**src/design/dcs_pkg.sv**
```systemverilog
`timescale 1ns / 1ps
package dcs_pkg;

    // configuration port
    localparam int CFG_W     = 18;
    localparam int CFG_IDX_W = 3;

    localparam logic [CFG_IDX_W-1:0] CFG_CENTER_ROW = 3'd0;
    localparam logic [CFG_IDX_W-1:0] CFG_FOCAL_ROW  = 3'd1;
    localparam logic [CFG_IDX_W-1:0] CFG_MOUNT      = 3'd2;
    localparam logic [CFG_IDX_W-1:0] CFG_BAND_LOW   = 3'd3;
    localparam logic [CFG_IDX_W-1:0] CFG_BAND_HIGH  = 3'd4;
    localparam logic [CFG_IDX_W-1:0] CFG_RANGE_MIN  = 3'd5;
    localparam logic [CFG_IDX_W-1:0] CFG_RANGE_MAX  = 3'd6;
    localparam logic [CFG_IDX_W-1:0] CFG_MIN_VOTES  = 3'd7;

    // request kinds
    localparam logic [1:0] KIND_PIXEL = 2'd0;
    localparam logic [1:0] KIND_READ  = 2'd1;
    localparam logic [1:0] KIND_CLEAR = 2'd2;

    // command queue depth
    localparam int QDEPTH = 4;
    localparam int QAW    = 2;

    // bin arithmetic: 50 mm bins, reciprocal of 50 scaled by 2^21
    localparam logic [15:0] BIN_MM     = 16'd50;
    localparam logic [15:0] BIN_RECIP  = 16'd41944;
    localparam logic [15:0] RANGE_SAT  = 16'd16383;
    localparam logic [8:0]  VOTE_SAT   = 9'd511;

    typedef enum logic [1:0] {
        OP_VOTE,
        OP_READ,
        OP_CLEAR
    } t_op;

    typedef struct packed {
        logic [16:0] center_row;
        logic [17:0] focal_row;
        logic [11:0] mount;
        logic [11:0] band_low;
        logic [11:0] band_high;
        logic [13:0] near_limit;
        logic [13:0] far_limit;
        logic [8:0]  min_votes;
    } t_cfg;

    typedef struct packed {
        t_op        op;
        logic       col_ok;
        logic [9:0] col;
        logic [8:0] row;
        logic [9:0] bin;
    } t_cmd;

    // round(mm / 50), exact for mm below 16384
    function automatic logic [8:0] to_bin(input logic [13:0] mm);
        logic [14:0] x;
        logic [31:0] prod;
        x    = {1'b0, mm} + 15'd25;
        prod = 32'(x) * 32'(BIN_RECIP);
        return prod[29:21];
    endfunction

endpackage

```
**src/design/dcs_front.sv**
```systemverilog
`timescale 1ns / 1ps
module dcs_front #(
    parameter int ROWS    = 480,
    parameter int COLUMNS = 640,
    parameter int BINS    = 256
) (
    input  logic          i_clk,
    input  logic          i_rst_n,
    input  logic          i_valid,
    output logic          o_stall,
    input  logic [1:0]    i_kind,
    input  logic [8:0]    i_row,
    input  logic [9:0]    i_column,
    input  logic [15:0]   i_depth_mm,
    input  dcs_pkg::t_cfg i_cfg,
    input  logic          i_booting,
    output logic          o_push,
    output dcs_pkg::t_cmd o_cmd,
    input  logic          i_full
);
    import dcs_pkg::*;

    typedef enum logic {
        F_IDLE,
        F_PUSH
    } t_fstate;

    t_fstate            r_state;
    logic [1:0]         r_kind;
    logic [8:0]         r_row;
    logic [9:0]         r_col;
    logic signed [34:0] r_p;
    logic signed [31:0] r_lo;
    logic signed [31:0] r_hi;
    logic               r_gate;
    logic [9:0]         r_bin;

    logic               accept;
    logic signed [17:0] diff;
    logic signed [12:0] d_lo;
    logic signed [12:0] d_hi;
    logic signed [34:0] n_p;
    logic signed [31:0] n_lo;
    logic signed [31:0] n_hi;
    logic [13:0]        clamped;
    logic [8:0]         raw_bin;
    logic [9:0]         n_bin;
    logic               n_gate;
    logic               vote;
    logic               need;

    assign o_stall = (r_state != F_IDLE) || i_booting;
    assign accept  = i_valid && !o_stall;

    // height test operands and bin of the clamped depth
    always_comb begin
        diff = $signed({1'b0, i_cfg.center_row}) - $signed({1'b0, i_row, 8'd0});
        d_lo = $signed({1'b0, i_cfg.band_low}) - $signed({1'b0, i_cfg.mount});
        d_hi = $signed({1'b0, i_cfg.band_high}) - $signed({1'b0, i_cfg.mount});
        n_p  = 35'(diff) * 35'($signed({1'b0, i_depth_mm}));
        n_lo = 32'($signed({1'b0, i_cfg.focal_row})) * 32'(d_lo);
        n_hi = 32'($signed({1'b0, i_cfg.focal_row})) * 32'(d_hi);
        if (i_depth_mm > {2'b0, i_cfg.far_limit}) begin
            clamped = i_cfg.far_limit;
        end else begin
            clamped = i_depth_mm[13:0];
        end
        raw_bin = to_bin(clamped);
        if ({1'b0, raw_bin} > 10'(BINS - 1)) begin
            n_bin = 10'(BINS - 1);
        end else begin
            n_bin = {1'b0, raw_bin};
        end
        n_gate = (i_row < ROWS) && (i_column < COLUMNS) && (i_cfg.focal_row != '0)
                 && (i_depth_mm >= {2'b0, i_cfg.near_limit}) && (clamped != '0);
    end

    // classify the held request
    always_comb begin
        vote = (r_kind == KIND_PIXEL) && r_gate && (r_p > r_lo) && (r_p < r_hi)
               && (r_p != '0);
        need = vote || (r_kind == KIND_READ) || (r_kind == KIND_CLEAR);
        o_push = (r_state == F_PUSH) && need && !i_full;
        case (r_kind)
            KIND_READ:  o_cmd.op = OP_READ;
            KIND_CLEAR: o_cmd.op = OP_CLEAR;
            default:    o_cmd.op = OP_VOTE;
        endcase
        o_cmd.col_ok = (r_col < COLUMNS);
        o_cmd.col    = r_col;
        o_cmd.row    = r_row;
        o_cmd.bin    = r_bin;
    end

    // hold one request until it is queued or dropped
    always_ff @(posedge i_clk) begin
        if (!i_rst_n) begin
            r_state <= F_IDLE;
        end else begin
            case (r_state)
                F_IDLE: begin
                    if (accept) begin
                        r_state <= F_PUSH;
                    end
                end
                F_PUSH: begin
                    if (!need || !i_full) begin
                        r_state <= F_IDLE;
                    end
                end
                default: r_state <= F_IDLE;
            endcase
        end
        if (accept) begin
            r_kind <= i_kind;
            r_row  <= i_row;
            r_col  <= i_column;
            r_p    <= n_p;
            r_lo   <= n_lo;
            r_hi   <= n_hi;
            r_gate <= n_gate;
            r_bin  <= n_bin;
        end
    end

endmodule

```
**config.mk**
```make
export PLATFORM = sky130hd
export DESIGN_NAME = dcs_front
export DESIGN_NICKNAME = d
export VERILOG_FILES = /design/src/design/dcs_pkg.sv /design/src/design/dcs_front.sv
export SDC_FILE = /design/constraint.sdc
export NUM_CORES = 2
export LEC_CHECK = 0
export ABC_CLOCK_PERIOD_IN_PS = 26400
export BUFFER_PORTS_ARGS = -buffer_cell sky130_fd_sc_hd__buf_4
export CAP_MARGIN = 20
export CORE_MARGIN = 1
export CORE_UTILIZATION = 41
export CTS_BUF_LIST = sky130_fd_sc_hd__clkbuf_16
export DETAILED_ROUTE_END_ITERATION = 8
export PLACE_DENSITY = 0.66
export RECOVER_POWER = 25
export SETUP_SLACK_MARGIN = 0.15
export SYNTH_ARGS = -nofsm -noshare
export SYNTH_HDL_FRONTEND = slang
export SYNTH_SLANG_ARGS = --single-unit
```
**constraint.sdc**
```tcl
create_clock -name i_clk -period 26.4 [get_ports i_clk]
set_input_delay 3.96 -clock i_clk [delete_from_list [all_inputs] [get_ports i_clk]]
set_output_delay 3.96 -clock i_clk [all_outputs]
set_load 0.05 [all_outputs]
```
## Word-level counts from Yosys, hierarchy flattened

Cells that the tools add are included.

- Word-level logic and storage cells: 56
- Register bits after elaboration: 132
- Input port bits: 150

- Reduce and logical (&&, ||, !) cells: 22
- $mul: 4
- Eq/ne operators: 2
- $add $sub $neg: 4
- Mux-type cells: 5
- Bitwise operators: 1
- Order comparisons: 8

Operator list:

| cell | number |
|---|---|
| 19-bit by 13-bit multiplier with 32-bit output | 2 |
| 35-bit by 32-bit greater-than comparator with 1-bit output | 1 |
| 35-bit by 32-bit < comparator with 1-bit output | 1 |
| 18-bit by 17-bit multiplier with 35-bit output | 1 |
| 35-bit nonzero test | 1 |
| 15-bit by 13-bit multiplier with 27-bit output (second input constant) | 1 |
| 12-bit by 12-bit subtractor with 13-bit output | 2 |
| 10-bit < comparator (second input constant) | 2 |
| 18-bit nonzero test | 1 |
| 17-bit by 17-bit subtractor with 18-bit output | 1 |
| 16-bit by 14-bit >= comparator with 1-bit output | 1 |
| 16-bit by 14-bit greater-than comparator with 1-bit output | 1 |
| 14-bit by 5-bit adder with 15-bit output (second input constant) | 1 |
| 14-bit 2-to-1 mux | 1 |
| 14-bit nonzero test | 1 |
| 1-bit logical AND | 11 |
| 9-bit by 8-bit greater-than comparator with 1-bit output (second input constant) | 1 |
| 9-bit < comparator (second input constant) | 1 |
| 1-bit logical OR | 4 |
| 2-bit one-hot mux with 2 select lines | 1 |
| 1-bit zero test | 3 |
| 2-bit by 1-bit == test with 1-bit output (second input constant) | 1 |
| 2-bit == test (second input constant) | 1 |
| 2-bit zero test | 1 |
| other kinds (3) | 4 |

## Logic depth before layout (Yosys ltp)

- Word-level depth: 11
- Mapped depth: 41
- Gate-level depth less buffers: 38

## Worst setup path before layout

Ideal clock, no wire load.

- Kind: input -> register
- Start point: input port i_cfg[22] in the netlist's numbering
- End point: register r_bin[2] (data pin)
- Cell stages on the path: 39
- Library setup time: 0.262 ns
- Arrival: 12.241 ns
- Slack: 13.897 ns
- Buffers on the path: 3
- Required time: 26.138 ns
- Cells stage by stage: inv_1 -> ha_1 -> nand4_1 -> or3_1 -> nor4_1 -> a31oi_4 -> buf_2 -> buf_2 -> buf_1 -> a21oi_1 -> inv_1 -> ha_1 -> and2_1 -> o21bai_1 -> a31oi_1 -> nand2_1 -> xor2_2 -> xor2_1 -> (+3 left out) -> inv_1 -> fa_1 -> inv_1 -> fa_1 -> inv_1 -> fa_1 -> inv_1 -> ha_1 -> a21oi_1 -> nor2b_1 -> nor3_1 -> nand3_1 -> o21ai_0 -> o22ai_1 -> o41a_1 -> a211oi_1 -> xnor2_1 -> o21bai_1

- Cells in the longest elaborated chain, start to end: 5

RTL lines:

| what | line | source |
|---|---|---|
| start: declaration | dcs_front.sv:15 | `input dcs_pkg::t_cfg i_cfg,` |
| 16-bit by 14-bit greater-than comparator with 1-bit output | dcs_front.sv:63 | `if (i_depth_mm > {2'b0, i_cfg.far_limit}) begin` |
| 14-bit 2-to-1 mux * | dcs_front.sv:63 |  |
| 14-bit by 5-bit adder with 15-bit output * | dcs_pkg.sv:61 | `x = {1'b0, mm} + 15'd25;` |
| 15-bit by 13-bit multiplier with 27-bit output * | dcs_pkg.sv:62 | `prod = 32'(x) * 32'(BIN_RECIP);` |
| 9-bit by 8-bit greater-than comparator with 1-bit output | dcs_front.sv:69 | `if ({1'b0, raw_bin} > 10'(BINS - 1)) begin` |
| end signal: assignment | dcs_front.sv:122 | `r_bin <= n_bin;` |
| end: declaration | dcs_front.sv:36 | `logic [9:0] r_bin;` |

Every way passes the cells marked *; elsewhere a longest branch is shown, timed or not.
A chain may end at the register's enable or synchronous reset.

## Worst setup path in the final report

- Start point: input port i_depth_mm[0]
- End point: register r_bin[2] (data pin)

- Cells in the longest elaborated chain, start to end: 5

RTL lines:

| what | line | source |
|---|---|---|
| start: declaration | dcs_front.sv:14 | `input logic [15:0] i_depth_mm,` |
| 16-bit by 14-bit greater-than comparator with 1-bit output | dcs_front.sv:63 |  |
| 14-bit 2-to-1 mux * | dcs_front.sv:63 |  |
| 14-bit by 5-bit adder with 15-bit output * | dcs_pkg.sv:61 |  |
| 15-bit by 13-bit multiplier with 27-bit output * | dcs_pkg.sv:62 |  |
| 9-bit by 8-bit greater-than comparator with 1-bit output | dcs_front.sv:69 |  |

Marked as above.

==> flow_metrics.tcl <==
set metrics [dict create \
    cp_data_required_time_ns 26.58 \
    drt_iter0_drc 1213 \
    run_status "complete, but fails checks" \
    netlist_area_um2 39020 \
    firstDrtPassIters 6 \
    via_per_inst 5.048 \
    syn_inst 4193 \
    cts_root_buf "clkbuf_16" \
    multi_input_area_um2 30990 \
    violations "capacitance limit, slew limit" \
    max_freq_ghz 0.07581 \
    holdWs_ns 0.6868 \
    start_util_pct 41.63 \
    pin_count 184 \
    grt_max_degree 76 \
    async_reset_ff_share_pct 0 \
    track_usage_pct 18.65 \
    port_buffers 173 \
    setup_violations 0 \
    cts_buffers 17 \
    wl_um 86250 \
    cpMaxStageDelayCell "clkbuf_1" \
    grt_pass1_vias 29935 \
    post_drt_wl_per_cell_um 15.59 \
    cts.repair.resized 0 \
    start_kind "input port" \
    setup_tns_ns 0 \
    ys_warn_count 0 \
    crit_fanout 20 \
    crit_type "input port to flop" \
    worst_ep_arrival_time_ns 13.37 \
    drc 0 \
    post_cts_buffers 0 \
    die_w_um 310.5 \
    yosysSeqAreaShare_pct 10.05 \
    fin_nets 5659 \
    num_vias 27928 \
    synth_seq_cells 131 \
    rsz0062_at_grt "no" \
    antenna_left 0 \
    rows 112 \
    place_congestion 0.8547 \
    cts_tree "yes" \
    area_growth_pct 7.827 \
    min_period_ns 13.19 \
    fp.dieH_um 310.5 \
    hp-class "flop to flop" \
    diodes 0 \
    register_area_um2 3924 \
    critPathMaxStageDelay_ns 0.79 \
    cp-end-kind "flop" \
    skew_ns 0.01047 \
    synth_cell_types 70 \
    slew_headroom_pct -169.0 \
    hpwl_um 70370 \
    timing.final.crit_share_pct 49.97 \
    max_cap_viol_count 1 \
    clock_latency_ns 0.43 \
    crit_top_cell "inv_1" \
    path_clk_slew_ns 0.07 \
    antenna_found_initial 1 \
    core_area_um2 93750 \
    clock-sinks 131 \
    grt_overflow 0 \
    htreeDepth 4 \
    grt_first_pass_wirelength_um 147700 \
    cts_buffer_depth 2 \
    avgSynthCellArea_um2 9.307 \
    cts_hold_buf 0 \
    synth_flop_cell "edfxtp_1" \
    final.fill_count 9017 \
    finalHoldViolations 0 \
    dieArea_um2 96420 \
    synth_edf_count 130 \
    tightest_slew_ns 4.035 \
    layout-drive-gt1-share_pct 7.176 \
    finalMaxSlewViolations 76 \
]
worst max-delay path: cells and delay by family:
kind / cells / cell delay [ns]
multiplexers: 1 / 0.43
adder cells (fa/ha/maj): 8 / 3.12
buffers and inverters: 7 / 1.54
AO/OA/AOI/OAI: 10 / 2.50
AND/OR/NAND/NOR: 7 / 1.10
XOR/XNOR: 2 / 0.71
cells by family after synthesis:
kind of cell / Yosys count / synth area share (%)
mux: 60 / 1.674
xor+xnor: 133 / 3.004
simple gates: 1148 / 14.59
buf+inv: 1108 / 10.69
compound gates: 368 / 6.416
flops: 131 / 10.05
fa+ha+maj: 1244 / 53.56
other cells: 1 / 0.009610
sequential cells by signal, indices dropped and copies added (netlist names):
name	cells
r_p	35
r_gate	1
r_col	10
r_bin	9
r_lo	32
r_kind	2
r_state	1
r_hi	32
r_row	9
path summary, 6_finish.rpt:
kind                            slack (ns)                     end  cells past startpoint               start
worst max-delay path                 13.21  r_bin[2]$_SDFFCE_PN1P_                     35       i_depth_mm[0]
worst min-delay path                  0.69      r_state$_SDFF_PN0_                      2  r_state$_SDFF_PN0_
worst max register to register       21.44  r_bin[8]$_SDFFCE_PN0P_                      4  r_state$_SDFF_PN0_
worst min register to register        0.69      r_state$_SDFF_PN0_                      2  r_state$_SDFF_PN0_
metrics by stage:
step	util (%)	std cells	worst slack (ns)	area (µm²)
3_3_place_gp	44.37	5498	13.05	41600
4_1_cts	44.98	5530	13.40	42170
2_1_floorplan	-	4194	13.90	39030
6_report	44.88	5532	13.21	42080
3_5_place_dp	44.37	5498	12.98	41600
5_1_grt	44.88	5532	12.45	42080
cells in the mapped netlist, drive strengths merged, types with 8 or more instances:
cell	number	area, µm²
inv	953	3577
edfxtp	130	3904
nor3	29	145.1
buf	10	50.04
o21bai	23	172.7
fa	711	14230
a21boi	11	82.58
or2	39	244.0
nand2b	68	425.4
nor2	106	397.9
and3	11	68.82
nor2b	67	419.2
xor2	31	279.0
nand2	483	1813
mux2	36	405.4
a21oi	95	475.5
and2	216	1351
nand3	36	180.2
clkbuf	145	544.3
mux2i	24	247.7
ha	533	6669
o211ai	8	60.06
nand4	21	131.4
nor4	19	118.9
or3	9	56.30
a21o	65	488.0
a211oi	16	120.1
o21a	27	202.7
nor3b	32	240.2
o21ai	58	290.3
xnor2	102	893.4
a31oi	8	65.06
final cells by class:
class / count / share of cell area [%]
clock inverters: 15 / 0.3479
inverters: 953 / 8.501
flip-flops and latches: 131 / 9.325
clock buffers: 17 / 1.011
well taps: 1254 / 3.729
repair buffers: 207 / 3.437
multi-input cells: 2955 / 73.65
per-layer routing:
metal	global-route usage (%)	part of all wire, %	vias up
met5	0	0	-
met4	5.142	2.5	0
met3	2.216	3.7	101
met2	33.20	51	485
met1	23.70	43	14245
li1	-	-	13097
cells in the final DEF (no fill, tap or decap), drive strengths merged, types with 16 or more instances in the layout:
cell type	n
a211oi	16
a21o	65
a21oi	95
and2	216
buf	152
clkbuf	72
edfxtp	130
fa	711
ha	533
inv	961
mux2	36
mux2i	24
nand2	483
nand2b	68
nand3	36
nand4	21
nor2	106
nor2b	67
nor3	29
nor3b	32
nor4	19
o21a	27
o21ai	58
o21bai	23
or2	39
xnor2	102
xor2	31
Power is not shown: default switching activity piles up to over one toggle a cycle in this logic, so the estimate is an artifact.
