**config.mk**
```make
export PLATFORM = sky130hd
export DESIGN_NAME = dcs_queue
export DESIGN_NICKNAME = d
export VERILOG_FILES = /design/src/design/dcs_pkg.sv /design/src/design/dcs_queue.sv
export SDC_FILE = /design/constraint.sdc
export NUM_CORES = 1
export LEC_CHECK = 0
export BUFFER_PORTS_ARGS = -buffer_cell sky130_fd_sc_hd__buf_2
export CORE_MARGIN = 8
export CORE_UTILIZATION = 45
export CTS_BUF_LIST = sky130_fd_sc_hd__clkbuf_8
export CTS_CLUSTER_DIAMETER = 200
export DETAILED_ROUTE_END_ITERATION = 16
export PLACE_DENSITY = 0.71
export SYNTH_ARGS = -nofsm -noshare
export SYNTH_HDL_FRONTEND = slang
export SYNTH_SLANG_ARGS = --single-unit
export TNS_END_PERCENT = 1
```
**constraint.sdc**
```tcl
create_clock -name i_clk -period 4 [get_ports i_clk]
set_input_delay 0.4 -clock i_clk [delete_from_list [all_inputs] [get_ports i_clk]]
set_output_delay 0.4 -clock i_clk [all_outputs]
set_load 0.01 [all_outputs]
```
**src/design/dcs_pkg.sv**
```systemverilog
`timescale 1ns / 1ps
package dcs_pkg;

    // configuration port
    localparam int CFG_W     = 18;
    localparam int CFG_IDX_W = 3;

    localparam logic [CFG_IDX_W-1:0] CFG_CENTER_ROW = 3'd0;
    localparam logic [CFG_IDX_W-1:0] CFG_FOCAL_ROW  = 3'd1;
    localparam logic [CFG_IDX_W-1:0] CFG_MOUNT      = 3'd2;
    localparam logic [CFG_IDX_W-1:0] CFG_BAND_LOW   = 3'd3;
    localparam logic [CFG_IDX_W-1:0] CFG_BAND_HIGH  = 3'd4;
    localparam logic [CFG_IDX_W-1:0] CFG_RANGE_MIN  = 3'd5;
    localparam logic [CFG_IDX_W-1:0] CFG_RANGE_MAX  = 3'd6;
    localparam logic [CFG_IDX_W-1:0] CFG_MIN_VOTES  = 3'd7;

    // request kinds
    localparam logic [1:0] KIND_PIXEL = 2'd0;
    localparam logic [1:0] KIND_READ  = 2'd1;
    localparam logic [1:0] KIND_CLEAR = 2'd2;

    // command queue depth
    localparam int QDEPTH = 4;
    localparam int QAW    = 2;

    // bin arithmetic: 50 mm bins, reciprocal of 50 scaled by 2^21
    localparam logic [15:0] BIN_MM     = 16'd50;
    localparam logic [15:0] BIN_RECIP  = 16'd41944;
    localparam logic [15:0] RANGE_SAT  = 16'd16383;
    localparam logic [8:0]  VOTE_SAT   = 9'd511;

    typedef enum logic [1:0] {
        OP_VOTE,
        OP_READ,
        OP_CLEAR
    } t_op;

    typedef struct packed {
        logic [16:0] center_row;
        logic [17:0] focal_row;
        logic [11:0] mount;
        logic [11:0] band_low;
        logic [11:0] band_high;
        logic [13:0] near_limit;
        logic [13:0] far_limit;
        logic [8:0]  min_votes;
    } t_cfg;

    typedef struct packed {
        t_op        op;
        logic       col_ok;
        logic [9:0] col;
        logic [8:0] row;
        logic [9:0] bin;
    } t_cmd;

    // round(mm / 50), exact for mm below 16384
    function automatic logic [8:0] to_bin(input logic [13:0] mm);
        logic [14:0] x;
        logic [31:0] prod;
        x    = {1'b0, mm} + 15'd25;
        prod = 32'(x) * 32'(BIN_RECIP);
        return prod[29:21];
    endfunction

endpackage

```
**src/design/dcs_queue.sv**
```systemverilog
`timescale 1ns / 1ps
module dcs_queue (
    input  logic          i_clk,
    input  logic          i_rst_n,
    input  logic          i_push,
    input  dcs_pkg::t_cmd i_cmd,
    output logic          o_full,
    input  logic          i_pop,
    output logic          o_empty,
    output dcs_pkg::t_cmd o_head
);
    import dcs_pkg::*;

    t_cmd           r_mem [QDEPTH];
    logic [QAW-1:0] r_wp;
    logic [QAW-1:0] r_rp;
    logic [QAW:0]   r_cnt;

    assign o_full  = (r_cnt == (QAW+1)'(QDEPTH));
    assign o_empty = (r_cnt == '0);
    assign o_head  = r_mem[r_rp];

    // store requests in arrival order
    always_ff @(posedge i_clk) begin
        if (i_push) begin
            r_mem[r_wp] <= i_cmd;
        end
    end

    // advance pointers and fill count
    always_ff @(posedge i_clk) begin
        if (!i_rst_n) begin
            r_wp  <= '0;
            r_rp  <= '0;
            r_cnt <= '0;
        end else begin
            if (i_push) begin
                r_wp <= r_wp + 1'b1;
            end
            if (i_pop) begin
                r_rp <= r_rp + 1'b1;
            end
            case ({i_push, i_pop})
                2'b10:   r_cnt <= r_cnt + 1'b1;
                2'b01:   r_cnt <= r_cnt - 1'b1;
                default: r_cnt <= r_cnt;
            endcase
        end
    end

endmodule

```
# Word-level counts from Yosys, hierarchy flattened
# Memories as Yosys holds them, arrays and structs flattened. A register that Yosys moved wholly into a read port is not among the register bits.
# Cells that the tools add are included.
# classes
reduce_logical	2
n_addsub	4
eq_ne	3
mux	5
# op_table
cell	n
3-bit one-hot mux with 2 select lines	1
2-bit by 1-bit adder with 2-bit output (second input constant)	2
2-bit two-way mux	2
3-bit by 1-bit adder with 3-bit output (second input constant)	1
3-bit equality test (second input constant)	1
3-bit logical NOT	1
3-bit by 1-bit subtractor with 3-bit output (second input constant)	1
2-bit by 1-bit equality test with 1-bit output (second input constant)	1
2-bit equality test (second input constant)	1
1-bit two-way mux	2
2-bit nonzero test	1
# word_totals
memories	1
out_inout_bits	34
in_bits	36
register_bits	7
word_cells	18
ram_bits	128
# mem_list
memory	words	word_bits	read_ports	rd_clocked_by_memory_dff	write_ports	line_no	source
r_mem	4	32	1	1	1	dcs_queue.sv:14	t_cmd r_mem [QDEPTH];

# Longest topological paths before layout
# Gate-level depths: netlist of the first run.
# logic_depth
depth_word	3
depth_mapped	7

# Worst setup path after synthesis of the first run
# OpenSTA, ideal clock, no wires.
# synth_path
path_kind	register to register
from	reg r_wp[0]
to	mem r_mem[2][0] in the netlist's numbering (enable)
n_path_buf	0
setup_slack_ns	2.278
stages_incl_launch_ff	4
setup_ns	0.392
required_ns	3.608
arrival_ns	1.330
cell_sequence	dfxtp_1 inv_1 ha_1 and2_1
# synth_lines
element	line_no	source
start, declared	dcs_queue.sv:15	logic [QAW-1:0] r_wp;
start signal, assigned	dcs_queue.sv:38	r_wp <= r_wp + 1'b1;
end, declared	dcs_queue.sv:14	
# Straight into the memory's write port.

==> flow_summary_export.csv, run 1 <==
group,metric,value,unit
pwr,comb_power_share,8.7,%
synth,synth_compound_area_share,0.343,%
global_route,antenna_found_initial,0,
route,drtAntennaViolNets,0,
synth,seq_area_frac_synth,78.8,%
critical_path,r2r-start,"r_wp[0]$_SDFFE_PN0P_",
floorplanning,die_x,123,um
pwr,swShare,22.2,%
critical_path,path_cells,"buf_4 -> mux4_2 -> buf_2",
sta,fin_skew,0.00764,ns
sta,worst_pin_slew,0.907,ns
synth,netlist_area,0.00511,sq mm
critical_path,cpMaxStageDelayCell,"dfxtp_2",
sta,finalHoldViolations,0,
finish,fin_cells,451,
pwr,power_switching,704,uW
finish,antenna_cells,0,
place,portBuffers,69,
synth,postSynthCellCount,213,
sta,finalSetupTns,0,ns
route,routed_wl,8.91,mm
route,top_layer,"met4",
synth,synthAdderAreaFrac,1.62,%
sta,drv_slew,0,
synth,synth_flop_cell,"edfxtp_1",
cts,clk_pin_slew,0.08,ns
cts,cts_resized,0,
cts,cts.sinks,137,
critical_path,required,3.60,ns
cts,cts_tree,"yes",
cts,cts-root-buf,"clkbuf_8",
finish,nNetsFinal,337,
route,wl_met1,3.82,mm
finish,stdcell_area,0.00600,sq mm
cts,hold_buffers,0,
synth,syn_nets,255,
critical_path,max_stage_delay,0.81,ns
sta,rsz0062_at_grt,"false",
cts,cts_buffer_depth,2,
floorplanning,die_area,0.0150,sq mm
route,vias_per_cell,5.13,
pwr,p_leak,2.06,nW
pwr,vdd_drop_max,0.277,mV
synth,yosys_warnings,0,
synth,synthArstFlopShare,0,%
cts,clock_latency,0.42,ns
pwr,pwr-share-seq,53.2,%
flow_run,drv_cap,0,
pwr,intPower,2.46,mW
sta,min_period,2.74,ns
critical_path,startpoint_type,"flop",
route,drc,0,
sta,setup_viol,0,
critical_path,path_max_fanout,21,
route,met2_length,4.40,mm
floorplanning,core,0.0113,sq mm
critical_path,crit_arrival,2.34,ns
synth,synth_area_leaders,"edfxtp_1, mux4_2, dfxtp_1",
place,placed_area,0.00556,sq mm
synth,muxShareOfSynthArea,14.5,%
finish,drive_gt1_share,44.2,%
floorplanning,rows,39,
floorplanning,start_util,45.3,%
synth,synthSimpleGateAreaFrac,1.84,%
synth,synth_common_cells,"edfxtp_1, mux4_2, and2_1, dfxtp_1, inv_1",
route,dr_wl_met3,604,um
synth,ys_types,21,
route,first_pass_iters,4,
cts,postCtsSetupRepairBufs,0,
min_path,hold_class,"in -> reg",
synth,synth_top_family_by_area,"multiplexers",
global_route,grt_usage,12.5,%
sta,relSlewSlack,39.5,%
cts,htreeDepth,4,
synth,synth.most_common_cell,"edfxtp_1",
pwr,p_per_area,528,mW/mm^2
place,gp_congestion,0.633,
floorplanning,pin_count,70,
route,wl_per_cell,19.7,um
synth,synth_top_area_cell,"edfxtp_1",
synth,synth_top_area_share,75.2,%
critical_path,endpoint_kind,"output port",
route,drtIter0Drc,222,
finish,area_delta_synth_final,17.4,%
run_status,status,"finished, final reports clean",
place,place_inst,419,
route,vias,2312,
synth,synth_edf_count,128,
pwr,clkPwrFrac,38.1,%
cts,cts_buffers,17,
critical_path,crit_type,"reg -> out",
global_route,grt_start_max_net_pins,33,
min_path,hold_path_startpoint,"i_cmd[11]",
sta,fmax,365,MHz
global_route,gr-total-overflow,0,
synth,synth.avg_cell_area,24.0,sq um
synth,ys_ff_latch,137,
floorplanning,dieHeight,123,um
global_route,grt_pass1_vias,2531,
synth,synthXorXnorAreaFrac,0.857,%
sta,min_period_over_period,68.6,%
global_route,grt_pass1_wl,13.8,mm
-- through the flow --
stage | worst slack, ns | power, mW | hold WS [ns] | util (%)
6_report | 1.26 | 3.17 | 0.191 | 53.2
3_3_place_gp | 1.62 | 2.00 | 0.496 | 49.3
3_5_place_dp | 1.61 | 2.01 | 0.501 | 49.3
4_1_cts | 1.15 | 3.21 | 0.170 | 53.2
2_1_floorplan | 2.28 | 1.89 | 0.473 | -
5_1_grt | 1.05 | 3.29 | 0.159 | 53.2
-- worst paths after layout --
path | endpoint | slack, ns | depth (start not counted)
hold / removal | r_mem[0][11]$_DFFE_PP_ | 0.19 | 1
setup / recovery | o_head[20] | 1.26 | 3
setup reg to reg | r_mem[2][14]$_DFFE_PP_ | 2.30 | 3
hold reg to reg | r_cnt[2]$_SDFFE_PN0P_ | 0.51 | 2
-- cell type report --
cell class	instances	area [sq um]
fill	865	5280
sequential	137	4030
multi-input combinational	63	981
clock buffer	17	234
timing repair buffer	70	353
clock inverter	15	200
tap	143	179
inverter	6	22.5
-- sequential cells by signal, summed over array words and instances (netlist names), named ones only --
signal  cells
r_cnt       3
r_mem     128
r_rp        2
r_wp        2
-- worst max-delay path, delay by kind of cell, from the launching register on --
family / cells / cell delay (ns)
multiplexers: 1 / 0.56
buffers and inverters: 2 / 0.55
flip-flops: 1 / 0.81
-- placed cells by master (no fill, tap or decap) --
master,synthesis,layout
edfxtp_1,128,128
buf_2,3,69
mux4_2,30,30
clkbuf_8,0,17
inv_1,6,8
dfxtp_1,9,7
and2_1,10,6
ha_1,5,5
and2_2,0,4
inv_6,0,4
bufinv_16,0,4
xor2_1,3,3
mux4_1,2,2
xnor2_1,2,2
nand2_1,2,2
o21ai_0,2,2
dfxtp_2,0,2
clkinvlp_4,0,2
clkinv_4,0,2
nor3_1,1,1
and3_1,1,1
mux2i_1,1,1
nor2b_1,1,1
or3_1,1,1
a21boi_0,1,1
fa_1,1,1
clkinv_2,0,1
buf_4,0,1
-- power by group through the flow --
stage | Sequential (mW) | Clock [mW] | Combinational [mW]
5_1_grt | 1.69 | 1.30 | 0.304
3_5_place_dp | 1.72 | 0 | 0.286
4_1_cts | 1.69 | 1.24 | 0.287
6_report | 1.68 | 1.21 | 0.277
2_1_floorplan | 1.69 | 0 | 0.201
3_3_place_gp | 1.72 | 0 | 0.281
-- layer usage --
metal	GRT usage, %	vias to the layer above
li1	-	1045
met1	15.7	1192
met2	20.1	68
met3	4.83	7
met4	3.66	0
met5	0	-
-- cell families after synthesis --
kind of cell,Yosys count
simple gates,16
mux,33
compound gates,3
xor+xnor,5
buf+inv,13
flops,137
fa+ha+maj,6
(Power assumes the default switching activity.)
==> run 2: changes to the inputs <==
--- a/config.mk
+++ b/config.mk
@@ -11,7 +11,7 @@
 export CTS_BUF_LIST = sky130_fd_sc_hd__clkbuf_8
 export CTS_CLUSTER_DIAMETER = 200
 export DETAILED_ROUTE_END_ITERATION = 16
-export PLACE_DENSITY = 0.71
+export PLACE_DENSITY = 0.73
 export SYNTH_ARGS = -nofsm -noshare
 export SYNTH_HDL_FRONTEND = slang
 export SYNTH_SLANG_ARGS = --single-unit
==> constraint.sdc (replaced) <==
create_clock -name i_clk -period 2.5 [get_ports i_clk]
set_input_delay 0.25 -clock i_clk [delete_from_list [all_inputs] [get_ports i_clk]]
set_output_delay 0.25 -clock i_clk [all_outputs]
set_load 0.01 [all_outputs]
==> flow_summary_export.csv, run 2 (synthesis results as in run 1) <==
group,metric,value,unit
sta,finalHoldViolations,0,
place,dp_hpwl,5.44,mm
critical_path,max_stage_delay,0.60,ns
critical_path,startpoint_type,"flop",
pwr,clkPwrFrac,33.9,%
pwr,vdd_drop_max,0.369,mV
global_route,grt_pass1_vias,2493,
global_route,gr-total-overflow,0,
pwr,finalPower,4.77,mW
cts,postCtsSetupRepairBufs,0,
critical_path,required,2.25,ns
route,vias_per_cell,5.10,
critical_path,endpoint_kind,"output port",
global_route,antenna_found_initial,1,
sta,fin_skew,0.00899,ns
critical_path,path_cells,"buf_4 -> mux4_2 -> buf_2",
place,gp_congestion,0.633,
cts,cts_tree,"yes",
floorplanning,die_x,123,um
floorplanning,core,0.0113,sq mm
place,placed_area,0.00563,sq mm
pwr,p_per_area,798,mW/mm^2
sta,relSlewSlack,41.5,%
route,first_pass_iters,4,
route,routed_wl,8.77,mm
sta,fmax,457,MHz
critical_path,reg2reg_depth,3,
min_path,hold_class,"in -> reg",
global_route,grt_usage,12.5,%
cts,cts_resized,0,
sta,holdWs,0.0465,ns
cts,clock_latency,0.41,ns
route,met2_length,4.40,mm
sta,rsz0062_at_grt,"false",
pwr,pwr-share-seq,56.1,%
route,drtIter0Drc,170,
route,wl_met1,3.59,mm
sta,min_period,2.19,ns
finish,nFillCells,882,
finish,drive_gt1_share,43.8,%
global_route,grt_start_max_net_pins,33,
place,portBuffers,69,
finish,top_register,"r_mem",
finish,largest_reg_flops,128,
critical_path,cpMaxStageDelayCell,"dfxtp_2",
cts,hold_buffers,0,
global_route,grt_pass1_wl,13.5,mm
run_status,status,"finished, final reports clean",
cts,cts.sinks,137,
route,vias,2325,
pwr,swShare,22.1,%
finish,antenna_cells,0,
cts,clk_pin_slew,0.07,ns
finish,stdcell_area,0.00598,sq mm
finish,final_cell_mix,"edfxtp_1, buf_2, mux4_2, clkbuf_8, inv_1",
flow_run,drv_cap,0,
finish,final_common_cell,"edfxtp_1",
floorplanning,pin_count,70,
min_path,holdPathStages,1,
route,wl_per_cell,19.2,um
cts,htreeDepth,4,
floorplanning,dieHeight,123,um
floorplanning,start_util,45.3,%
finish,nNetsFinal,343,
sta,finalSetupTns,0,ns
route,top_layer,"met5",
route,drc,0,
pwr,intPower,3.72,mW
finish,reg.largest.list,"r_mem x128, r_cnt x3",
floorplanning,die_area,0.0150,sq mm
pwr,comb_power_share,10.1,%
sta,drv_slew,0,
critical_path,crit_type,"reg -> out",
pwr,p_leak,2.07,nW
sta,worst_pin_slew,0.878,ns
sta,setup_viol,0,
cts,cts_buffer_depth,2,
cts,cts_buffers,17,
pwr,power_switching,1.06,mW
route,drtAntennaViolNets,0,
route,dr_wl_met3,672,um
critical_path,ff2ff_setup_slack,0.81,ns
sta,min_period_over_period,87.6,%
cts,cts-root-buf,"clkbuf_8",
floorplanning,rows,39,
critical_path,path_max_fanout,12,
critical_path,crit_arrival,1.94,ns
finish,area_delta_synth_final,17.1,%
run 2: worst paths after layout:
path / startpoint / end
worst max-delay path: flop / o_head[16]
worst min-delay path: i_cmd[10] / r_mem[0][10]$_DFFE_PP_
worst max register to register: r_wp[0]$_SDFFE_PN0P_ / r_mem[2][13]$_DFFE_PP_
worst min register to register: r_cnt[2]$_SDFFE_PN0P_ / r_cnt[2]$_SDFFE_PN0P_
run 2: per-stage QoR:
stage / setup slack, ns / std cells / utilization (%)
floorplan: 0.778 / 213 / -
global placement: 0.700 / 425 / 50.0
detailed placement: 0.697 / 425 / 50.0
CTS: 0.224 / 456 / 53.1
global route: 0.172 / 456 / 53.1
finish: 0.310 / 456 / 53.1
run 2: final cells by class:
cell class / count / area (sq um) / share of cell area, %
timing repair buffer: 76 / 423 / 7.07
sequential: 137 / 4030 / 67.3
clock buffer: 17 / 234 / 3.91
multi-input combinational: 63 / 981 / 16.4
tap: 143 / 179 / 2.99
inverter: 6 / 22.5 / 0.376
clock inverter: 14 / 119 / 1.99
run 2: power by group through the flow:
stage          Combinational, mW  Sequential, mW  Clock, mW
2_1_floorplan              0.322            2.70          0
3_3_place_gp               0.486            2.72          0
3_5_place_dp               0.497            2.73          0
4_1_cts                    0.498            2.68       1.67
5_1_grt                    0.529            2.69       1.76
6_report                   0.480            2.68       1.62
run 2: critical path, delay by kind of cell, from the launching register on:
family	cells	cell delay, ns
flops	1	0.60
mux	1	0.51
buf+inv	2	0.41
run 2: per-layer routing:
| metal | vias to the layer above | GRT usage [%] |
|---|---|---|
| met1 | 1191 | 14.2 |
| met3 | 10 | 5.84 |
| li1 | 1056 | - |
| met2 | 66 | 20.5 |
| met5 | - | 0 |
| met4 | 2 | 4.57 |
==> run 3: changes to the inputs <==
--- a/config.mk
+++ b/config.mk
@@ -12,6 +12,7 @@
 export CTS_CLUSTER_DIAMETER = 200
 export DETAILED_ROUTE_END_ITERATION = 16
 export PLACE_DENSITY = 0.73
+export RECOVER_POWER = 50
 export SYNTH_ARGS = -nofsm -noshare
 export SYNTH_HDL_FRONTEND = slang
 export SYNTH_SLANG_ARGS = --single-unit
==> flow_summary_export.csv, run 3 (synthesis results as in run 1) <==
group,metric,value,unit
route,routed_wl,8.80,mm
floorplanning,core,0.0113,sq mm
run_status,status,"finished, final reports clean",
min_path,holdPathStages,1,
floorplanning,die_area,0.0150,sq mm
global_route,antenna_found_initial,1,
critical_path,crit_arrival,1.94,ns
cts,cts_buffers,17,
sta,fmax,456,MHz
place,dpl_worst_slack,0.697,ns
sta,rsz0062_at_grt,"false",
min_path,holdPathEnd,"r_mem[3][15]$_DFFE_PP_",
place,gp_congestion,0.633,
sta,worst_pin_slew,0.964,ns
route,vias,2316,
critical_path,reg2reg_depth,3,
cts,clk_pin_slew,0.07,ns
place,portBuffers,69,
sta,finalHoldViolations,0,
route,drtIter0Drc,174,
floorplanning,die_x,123,um
critical_path,crit_type,"reg -> out",
route,first_pass_iters,4,
cts,clock_latency,0.42,ns
finish,largest_reg_flops,128,
finish,nFillCells,901,
finish,final_cell_mix,"edfxtp_1, clkbuf_1, buf_2, mux4_2, clkbuf_8",
floorplanning,start_util,45.3,%
global_route,grt_start_max_net_pins,33,
finish,top_register,"r_mem",
place,place_inst,425,
global_route,grt_pass1_wl,13.5,mm
critical_path,startpoint_type,"flop",
critical_path,r2r-start,"r_wp[0]$_SDFFE_PN0P_",
route,wl_per_cell,19.3,um
pwr,p_leak,1.97,nW
finish,nNetsFinal,343,
place,placed_area,0.00563,sq mm
floorplanning,pin_count,70,
sta,finalSetupTns,0,ns
finish,final_common_cell,"edfxtp_1",
critical_path,r2r_end,"r_mem[3][2]$_DFFE_PP_",
critical_path,path_cells,"buf_4 -> mux4_2 -> buf_2",
route,met2_length,4.42,mm
finish,antenna_cells,0,
cts,cts-root-buf,"clkbuf_8",
cts,cts_tree,"yes",
floorplanning,rows,39,
critical_path,max_stage_delay,0.60,ns
finish,stdcell_area,0.00594,sq mm
finish,drive_gt1_share,32.6,%
global_route,gr-total-overflow,0,
sta,setup_viol,0,
cts,cts_buffer_depth,2,
sta,relSlewSlack,35.7,%
pwr,finalPower,4.77,mW
cts,cts_resized,0,
floorplanning,dieHeight,123,um
global_route,grt_pass1_vias,2493,
sta,setup_slack,0.309,ns
pwr,p_per_area,803,mW/mm^2
route,vias_per_cell,5.08,
route,top_layer,"met5",
sta,min_period_over_period,87.6,%
critical_path,required,2.25,ns
route,wl_met1,3.64,mm
min_path,hold_path_startpoint,"i_cmd[15]",
finish,final_core_util,52.7,%
flow_run,drv_cap,0,
critical_path,cpMaxStageDelayCell,"dfxtp_2",
cts,htreeDepth,4,
sta,holdWs,0.0879,ns
route,drtAntennaViolNets,0,
finish,reg.largest.list,"r_mem x128, r_cnt x3",
cts,hold_buffers,0,
critical_path,endpoint_kind,"output port",
min_path,hold_class,"in -> reg",
cts,postCtsSetupRepairBufs,0,
sta,fin_skew,0.00904,ns
finish,area_delta_synth_final,16.2,%
place,dp_hpwl,5.44,mm
global_route,grt_usage,12.5,%
critical_path,ff2ff_setup_slack,0.69,ns
sta,drv_slew,0,
pwr,vdd_drop_max,0.369,mV
critical_path,path_max_fanout,12,
sta,min_period,2.19,ns
route,dr_wl_met3,620,um
route,drc,0,
cts,cts.sinks,137,
finish,fin_cells,456,
## run 3: cell types whose count changed in the layout (fill, tap and decap cells not counted), sizes merged
cell | previous run | this run
clkbuf | 17 | 53
buf | 76 | 40
## run 3: final cells by class
type	instances	area, sq um	area share, %
flip-flops and latches	137	4030	67.8
multi-input cells	63	981	16.5
repair buffers	76	377	6.34
clock buffers	17	234	3.94
well taps	143	179	3.01
clock inverters	14	119	2.00
inverters	6	22.5	0.379
## run 3: layer usage
layer  vias up  track usage [%]
li1       1052                -
met4         2             4.57
met2        56             20.5
met3        10             5.84
met5         -                0
met1      1196             14.2
## run 3: worst max-delay path, delay by kind of cell (launching register included)
kind / cells / cell delay, ns
DFF: 1 / 0.60
muxes: 1 / 0.51
buffers and inverters: 2 / 0.41
## run 3: how the worst max path moves through the flow
stage | start | to | slack [ns] | cells past startpoint
after floorplan | r_wp[0]$_SDFFE_PN0P_ | r_mem[2][0]$_DFFE_PP_ | 0.78 | 3
after global placement | flop | o_head[30] | 0.70 | 3
after detailed placement | flop | o_head[13] | 0.70 | 3
after CTS | flop | o_head[13] | 0.22 | 3
after global routing | flop | o_head[1] | 0.17 | 3
final | flop | o_head[16] | 0.31 | 3
## run 3: power by group
group,switching [mW],internal (mW),leakage (nW)
clock,0.766,0.852,0.195
combinational,0.243,0.228,0.527
sequential,0.0485,2.63,1.25
total,1.06,3.71,1.97
